[src/rtl/hashed_hue_shift_colour_assert.svh]
// assertion macros shared by the rtl
`ifndef HASHED_HUE_SHIFT_COLOUR_ASSERT_SVH
`define HASHED_HUE_SHIFT_COLOUR_ASSERT_SVH

// implication checked on every rising clock edge outside reset
`define HHSC_ASSERT_IMP(label, clk, rst, ante, cons) \
   label: assert property (@(posedge clk) disable iff (rst) (ante) |-> (cons)) \
      else $error("assertion failed");

// next-cycle implication
`define HHSC_ASSERT_NEXT(label, clk, rst, ante, cons) \
   label: assert property (@(posedge clk) disable iff (rst) (ante) |=> (cons)) \
      else $error("assertion failed");

`endif

[src/rtl/hhsc_pkg.sv]
`default_nettype none
package hhsc_pkg;
   localparam logic [63:0] HashMult = 64'h9E3779B97F4A7C15;
   // 2^48, 2^32 and 2^16 reduced mod 10000
   localparam logic [12:0] Fold48 = 13'd656;
   localparam logic [12:0] Fold32 = 13'd7296;
   localparam logic [12:0] Fold16 = 13'd5536;
   localparam logic [13:0] HashMod = 14'd10000;
   // floor(x / 10000) = ((x >> 4) * ModRecip) >> 36, exact for x below 2^30
   localparam logic [26:0] ModRecip = 27'd109951163;
   // offset + 4588 = floor((q * 14336 + 7500) / 15625), divide by reciprocal >> 42
   localparam logic [13:0] ShiftMul = 14'd14336;
   localparam logic [12:0] ShiftAdd = 13'd7500;
   localparam logic [28:0] ShiftRecip = 29'd281474977;
   localparam logic [15:0] FloorOff = 16'd4588;

   typedef logic [23:0] rgb_type;

   function automatic rgb_type base_rgb(input logic [2:0] cat);
      rgb_type c;
      case (cat)
         3'd0: c = 24'h7FB2FF;
         3'd1: c = 24'hFFC46B;
         3'd2: c = 24'hFF7A6B;
         3'd3: c = 24'hB98CFF;
         3'd4: c = 24'h7FE0A8;
         default: c = 24'hCFCFCF;
      endcase
      return c;
   endfunction

   function automatic logic [7:0] tier_alpha(input logic [1:0] p);
      logic [7:0] a;
      case (p)
         2'd1: a = 8'hB0;
         2'd2: a = 8'h60;
         default: a = 8'hE0;
      endcase
      return a;
   endfunction

   function automatic logic [7:0] max_chan(input rgb_type c);
      logic [7:0] m;
      m = (c[23:16] > c[15:8]) ? c[23:16] : c[15:8];
      if (c[7:0] > m) m = c[7:0];
      return m;
   endfunction

   function automatic logic [7:0] min_chan(input rgb_type c);
      logic [7:0] m;
      m = (c[23:16] < c[15:8]) ? c[23:16] : c[15:8];
      if (c[7:0] < m) m = c[7:0];
      return m;
   endfunction

   // base hue in q0.16 turns of each palette colour, worked out once
   function automatic logic [15:0] base_hue(input logic [2:0] cat);
      logic [15:0] h;
      case (cat)
         3'd0: h = 16'((64'd461 << 16) / 64'd768);
         3'd1: h = 16'((64'd89 << 16) / 64'd888);
         3'd2: h = 16'((64'd15 << 16) / 64'd888);
         3'd3: h = 16'((64'd505 << 16) / 64'd690);
         3'd4: h = 16'(((64'd41 + 64'd194) << 16) / 64'd582);
         default: h = 16'd0;
      endcase
      return h;
   endfunction
endpackage
`default_nettype wire

[src/rtl/hashed_hue_shift_colour.sv]
// a start beat taken at a clock edge shows its rsp_valid strobe after passing through
// 13 register stages (hash product, mod 10000, offset, hue, ramp)
// throughput: one item per cycle, busy is tied low
// the receiver cannot stall, so the pipeline always advances
// reset clears every stage valid bit; payload registers are not reset
`default_nettype none
`include "hashed_hue_shift_colour_assert.svh"
module hashed_hue_shift_colour (
   input  wire logic        clock,
   input  wire logic        reset,
   input  wire logic        start,
   output logic             busy,
   input  wire logic [63:0] req_link_id,
   input  wire logic [2:0]  req_link_category,
   input  wire logic [1:0]  req_prominence,
   output logic             rsp_valid,
   output logic [7:0]       rsp_red,
   output logic [7:0]       rsp_green,
   output logic [7:0]       rsp_blue,
   output logic [7:0]       rsp_alpha
);
   localparam int Stages = 13;

   logic [Stages-1:0] vld_ff;
   logic [Stages-1:0] vld_in;
   // per-stage side data: zero flag, category, alpha
   logic [Stages-1:0] zero_ff;
   logic [2:0]        cat_ff [Stages];
   logic [7:0]        alp_ff [Stages];

   // hash: 64x64 low product in 32-bit partial products
   logic [31:0] id_lo_ff, id_hi_ff;
   logic [63:0] pll_ff;
   logic [31:0] plh_ff, phl_ff;
   logic [63:0] prod_ff;
   // mod 10000: fold 16-bit chunks, then reciprocal quotient
   logic [25:0] m3_ff;
   logic [28:0] m2_ff, m1_ff;
   logic [15:0] m0_ff;
   logic [29:0] fold_ff;
   logic [16:0] quot_ff;
   logic [13:0] fold_lo_ff;
   logic [13:0] q_ff;
   logic [27:0] num_ff;
   logic [13:0] sraw_ff;
   logic [15:0] h_ff;
   logic [18:0] t_ff;
   logic [16:0] w_ff;
   logic [2:0]  sec_ff, sec2_ff;
   logic [7:0]  ramp_ff;

   logic [52:0] quot_full;
   logic [56:0] sraw_full;
   logic [7:0]  mn11, d11;
   logic [23:0] dw;
   logic [7:0]  mx_o, mn_o;
   logic [7:0]  r_o, g_o, b_o;
   hhsc_pkg::rgb_type zb;

   assign busy = 1'b0;
   assign vld_in = {vld_ff[Stages-2:0], start};

   always_ff @(posedge clock) begin
      if (reset) begin
         vld_ff <= '0;
      end else begin
         vld_ff <= vld_in;
      end
   end

   always_ff @(posedge clock) begin
      zero_ff[0] <= (req_link_id == 64'd0);
      cat_ff[0]  <= req_link_category;
      alp_ff[0]  <= hhsc_pkg::tier_alpha(req_prominence);
      for (int i = 1; i < Stages; i++) begin
         zero_ff[i] <= zero_ff[i-1];
         cat_ff[i]  <= cat_ff[i-1];
         alp_ff[i]  <= alp_ff[i-1];
      end
   end

   always_comb begin
      quot_full = 53'(fold_ff[29:4]) * 53'(hhsc_pkg::ModRecip);
      sraw_full = 57'(num_ff) * 57'(hhsc_pkg::ShiftRecip);
      mn11 = hhsc_pkg::min_chan(hhsc_pkg::base_rgb(cat_ff[11]));
      d11  = hhsc_pkg::max_chan(hhsc_pkg::base_rgb(cat_ff[11])) - mn11;
      dw   = 24'(d11) * 24'(w_ff);
   end

   always_ff @(posedge clock) begin
      // s0: split id
      id_lo_ff <= req_link_id[31:0];
      id_hi_ff <= req_link_id[63:32];
      // s1: partial products
      pll_ff <= 64'(id_lo_ff) * 64'(hhsc_pkg::HashMult[31:0]);
      plh_ff <= 32'(id_lo_ff * hhsc_pkg::HashMult[63:32]);
      phl_ff <= 32'(id_hi_ff * hhsc_pkg::HashMult[31:0]);
      // s2: product low 64 bits
      prod_ff <= pll_ff + {32'(plh_ff + phl_ff), 32'd0};
      // s3: chunk weights mod 10000
      m3_ff <= 26'(prod_ff[63:48]) * 26'(hhsc_pkg::Fold48);
      m2_ff <= 29'(prod_ff[47:32]) * 29'(hhsc_pkg::Fold32);
      m1_ff <= 29'(prod_ff[31:16]) * 29'(hhsc_pkg::Fold16);
      m0_ff <= prod_ff[15:0];
      // s4: folded value, congruent mod 10000 and below 2^30
      fold_ff <= 30'(m3_ff) + 30'(m2_ff) + 30'(m1_ff) + 30'(m0_ff);
      // s5: exact quotient by 10000
      quot_ff    <= quot_full[52:36];
      fold_lo_ff <= fold_ff[13:0];
      // s6: remainder fits 14 bits, so low bits are enough
      q_ff <= fold_lo_ff - 14'(quot_ff[13:0] * hhsc_pkg::HashMod);
      // s7: scaled offset numerator
      num_ff <= 28'(q_ff) * 28'(hhsc_pkg::ShiftMul) + 28'(hhsc_pkg::ShiftAdd);
      // s8: offset plus 4588
      sraw_ff <= sraw_full[55:42];
      // s9: rotated hue, wraps at one turn
      h_ff <= hhsc_pkg::base_hue(cat_ff[8]) + 16'(sraw_ff) - hhsc_pkg::FloorOff;
      // s10: sector and fraction
      t_ff <= 19'(h_ff) * 19'd6;
      // s11: ramp factor, full scale in odd sectors when the fraction is zero
      w_ff   <= t_ff[16] ? 17'h10000 - 17'(t_ff[15:0]) : 17'(t_ff[15:0]);
      sec_ff <= t_ff[18:16];
      // s12: ramp channel
      ramp_ff <= mn11 + dw[23:16];
      sec2_ff <= sec_ff;
   end

   always_comb begin
      mx_o = hhsc_pkg::max_chan(hhsc_pkg::base_rgb(cat_ff[Stages-1]));
      mn_o = hhsc_pkg::min_chan(hhsc_pkg::base_rgb(cat_ff[Stages-1]));
      case (sec2_ff)
         3'd0: begin r_o = mx_o;    g_o = ramp_ff; b_o = mn_o;    end
         3'd1: begin r_o = ramp_ff; g_o = mx_o;    b_o = mn_o;    end
         3'd2: begin r_o = mn_o;    g_o = mx_o;    b_o = ramp_ff; end
         3'd3: begin r_o = mn_o;    g_o = ramp_ff; b_o = mx_o;    end
         3'd4: begin r_o = ramp_ff; g_o = mn_o;    b_o = mx_o;    end
         default: begin r_o = mx_o; g_o = mn_o; b_o = ramp_ff; end
      endcase
   end

   assign zb = hhsc_pkg::base_rgb(cat_ff[Stages-1]);

   assign rsp_valid = vld_ff[Stages-1];
   assign rsp_red   = zero_ff[Stages-1] ? zb[23:16] : r_o;
   assign rsp_green = zero_ff[Stages-1] ? zb[15:8]  : g_o;
   assign rsp_blue  = zero_ff[Stages-1] ? zb[7:0]   : b_o;
   assign rsp_alpha = alp_ff[Stages-1];

   `HHSC_ASSERT_IMP(a_never_busy, clock, reset, 1'b1, !busy)
   `HHSC_ASSERT_NEXT(a_start_tracks, clock, reset, start, vld_ff[0])
   `HHSC_ASSERT_IMP(a_ramp_range, clock, reset, rsp_valid && !zero_ff[Stages-1], (ramp_ff <= mx_o) && (ramp_ff >= mn_o))
endmodule
`default_nettype wire
[config.mk]
export PLATFORM = sky130hd
export DESIGN_NAME = hashed_hue_shift_colour
export DESIGN_NICKNAME = d
export VERILOG_FILES = /design/src/rtl/hhsc_pkg.sv /design/src/rtl/hashed_hue_shift_colour.sv
export VERILOG_INCLUDE_DIRS = /design/src /design/src/rtl
export SDC_FILE = /design/constraint.sdc
export NUM_CORES = 2
export LEC_CHECK = 0
export BUFFER_PORTS_ARGS = -buffer_cell sky130_fd_sc_hd__buf_2
export CORE_MARGIN = 2
export CORE_UTILIZATION = 45
export DETAILED_ROUTE_END_ITERATION = 8
export PLACE_DENSITY = 0.68
export SLEW_MARGIN = 20
export SYNTH_ARGS = -nofsm -noshare
export SYNTH_HDL_FRONTEND = slang
export SYNTH_SLANG_ARGS = --single-unit
[constraint.sdc]
create_clock -name clock -period 11.8 [get_ports clock]
set_input_delay 2.36 -clock clock [delete_from_list [all_inputs] [get_ports clock]]
set_output_delay 2.36 -clock clock [all_outputs]
set_load 0.02 [all_outputs]
==> metrics.yaml <==
finalMaxSlewViolations: 0
max_cap_viol_count: 0
cts_hold_buf: 0
ys_ff_latch: 604
cts.repair.resized: 0
post-route-period-util_pct: 80.4
min_from: "prod_ff[15]$_DFF_P_"
antenna_found_initial: 7
hp-class: "flip-flop to flip-flop"
area_growth_pct: 7.30
outcome: "finished clean"
cts.path.max_buffers: 3
worstPathArrival_ns: 10.03
synthCells: 7890
path_max_fanout: 16
htree_levels: 3
nNetsFinal: 11100
critPathMostFrequentCell: "o21a_1"
dieArea_sq_mm: 0.186
cts_sinks: 604
drtPass1Iterations: 5
grt_max_degree: 34
viasPerCell: 5.13
die_h_um: 431
rows: 156
finalCriticalPeriod_ns: 9.49
yosysTopAreaCell: "fa_1"
synth_area_sq_mm: 0.0821
max_slew_margin_pct: 29.9
drtAntennaViolNets: 0
ys.flop_type: "dfxtp_1"
cts_tree: "yes"
fmax_mhz: 105
yosysUniqueCellTypes: 87
io_buffer_count: 99
slowest_delay_ns: 0.72
grt.overflow.total: 0
pin_count: 106
place.gp.congestion: 0.966
synth_top_area_share_pct: 34.8
reg2reg_from: "cat_ff[1][10]$_DFF_P_"
post-place-ws_ns: 2.30
critical_path_required_ns: 12.34
setup_tns_ns: 0
worstMarginPinSlew_ns: 1.05
rsz0062_at_grt: "no"
register_area_sq_mm: 0.0121
ys_top_cells_by_area: "fa_1 35%, ha_1 24%, dfxtp_1 15%"
vias: 53800
synth_common_cells: "1,996 x inv_1, 1,546 x ha_1, 1,429 x fa_1, 604 x dfxtp_1, 320 x xnor2_1"
wl_per_cell_um: 20.3
endpoint_kind: "flip-flop"
clk_latency_ns: 0.71
worstSetupPathType: "flip-flop to flip-flop"
num-fill-cells: 16600
dpl.hpwl_um: 187000
cp_slowest_cell: "a221oi_1"
grt_first_pass_wirelength_um: 340000
routed_wl_um: 213000
synth_seq_area_share_pct: 14.7
clkSlewWorstSetupHoldPaths_ns: 0.06
synth_edf_count: 0
initial_core_util_pct: 45.3
multi_input_area_sq_mm: 0.0624
ys_warn_count: 0
finalClockSkew_ns: 0.0455
startpoint: "cat_ff[1][10]$_DFF_P_"
drc: 0
grt_pass1_vias: 59600
async_reset_ff_share_pct: 0
drive_gt1_share_pct: 3.72
cts_root_buf: "clkbuf_16"
postCtsSetupBuffers: 0
grtUsageTotal_pct: 23.9
drtIter0Drc: 2601
layout_setup_ws_ns: 2.31
core-area_sq_mm: 0.181
postSynthAreaPerCell_sq_um: 10.4
start_kind: "flip-flop"
hold_viol: 0
setup_viol: 0
die_w_um: 431
cts_buffers: 74
synth.most_common_cell: "inv_1"
[registers in the layout, summed over array words and instances, names as in the netlist, 16 cells and up]
register / flops
alp_ff: 39
cat_ff: 39
fold_ff: 30
h_ff: 16
id_hi_ff: 32
id_lo_ff: 32
m0_ff: 16
m1_ff: 24
m2_ff: 22
m3_ff: 22
num_ff: 17
phl_ff: 32
plh_ff: 32
pll_ff: 61
prod_ff: 64
t_ff: 18
w_ff: 16
[critical path: cells and delay by family, from the launching register on]
| kind | cells | cell delay (ns) |
|---|---|---|
| and+or+nand+nor | 7 | 1.05 |
| buffers and inverters | 4 | 0.53 |
| xor gates and xnor gates | 4 | 0.62 |
| adders and majority gates | 7 | 2.92 |
| AOI/OAI and AO/OA | 16 | 3.79 |
| DFF | 1 | 0.46 |
[layout by cell type (no fill, tap or decap), types with 10 or more instances in the layout]
| cell | synthesis | routed |
|---|---|---|
| inv_1 | 1996 | 1996 |
| ha_1 | 1546 | 1546 |
| fa_1 | 1429 | 1429 |
| dfxtp_1 | 604 | 604 |
| xnor2_1 | 320 | 320 |
| a21oi_1 | 300 | 300 |
| nor2_1 | 216 | 216 |
| nand2_1 | 190 | 190 |
| o21ai_0 | 134 | 134 |
| a21o_1 | 131 | 131 |
| xor2_1 | 108 | 108 |
| buf_2 | 0 | 99 |
| and2_1 | 85 | 85 |
| clkbuf_16 | 0 | 76 |
| nor2b_1 | 73 | 73 |
| nor3_1 | 63 | 61 |
| nand3_1 | 57 | 57 |
| o21a_1 | 55 | 55 |
| o21bai_1 | 55 | 55 |
| nand2b_1 | 52 | 52 |
| a211oi_1 | 35 | 35 |
| o21ai_1 | 30 | 30 |
| nor4_1 | 31 | 30 |
| nand4_1 | 28 | 28 |
| and3_1 | 26 | 26 |
| conb_1 | 2 | 25 |
| or2_2 | 23 | 23 |
| a31oi_1 | 23 | 23 |
| buf_4 | 9 | 19 |
| o31ai_1 | 17 | 17 |
| o211ai_1 | 16 | 16 |
| or3_1 | 15 | 15 |
| clkinvlp_4 | 0 | 13 |
| a221oi_1 | 11 | 11 |
| inv_6 | 0 | 11 |
| o31a_1 | 10 | 10 |
| o22ai_1 | 10 | 10 |
[per-layer routing]
metal | routed length [um] | GRT usage (%) | vias up
met1 | 88200 | 29.8 | 27100
met2 | 106000 | 42.1 | 1176
met3 | 10100 | 3.35 | 337
met5 | 50 | 0 | -
li1 | - | - | 25200
met4 | 8790 | 8.40 | 6
[kinds of logic after synthesis]
group                      synth area share, %
muxes                                    0.128
and+or+nand+nor                           5.44
buffers and inverters                     9.40
AOI/OAI and AO/OA                         7.36
DFF                                       14.7
adders and majority gates                 58.4
xor gates and xnor gates                  4.56
other                                  0.00914
[path summary, 6_finish.rpt]
path	end	slack [ns]	cells after the start
hold reg to reg	m0_ff[15]$_DFF_P_	0.32	0
setup / recovery	ramp_ff[7]$_DFF_P_	2.31	38
hold / removal	m0_ff[15]$_DFF_P_	0.32	0
setup reg to reg	ramp_ff[7]$_DFF_P_	2.31	38
[through the flow]
stage / utilization, % / hold WS [ns] / instance area (sq um) / std cells
6_report: 48.7 / 0.323 / 88100 / 10500
5_1_grt: 48.6 / 0.324 / 88100 / 10500
4_1_cts: 48.6 / 0.322 / 88100 / 10500
3_5_place_dp: 47.3 / 0.312 / 85600 / 10400
3_3_place_gp: 47.3 / 0.310 / 85600 / 10400
2_1_floorplan: - / 0.310 / 82200 / 7913
[layout make-up]
type                    instances  share of cell area (%)
flip-flops and latches        604                    13.7
well taps                    2370                    3.36
inverters                    1997                    8.51
clock buffers                  88                    2.28
multi-input cells            5263                    70.8
repair buffers                118                   0.724
clock inverters                48                   0.559
diodes                          2                 0.00568
Power is left out: the tool's default activity adds up to more than one toggle a clock period on the data nets, which glitch-free logic cannot reach.
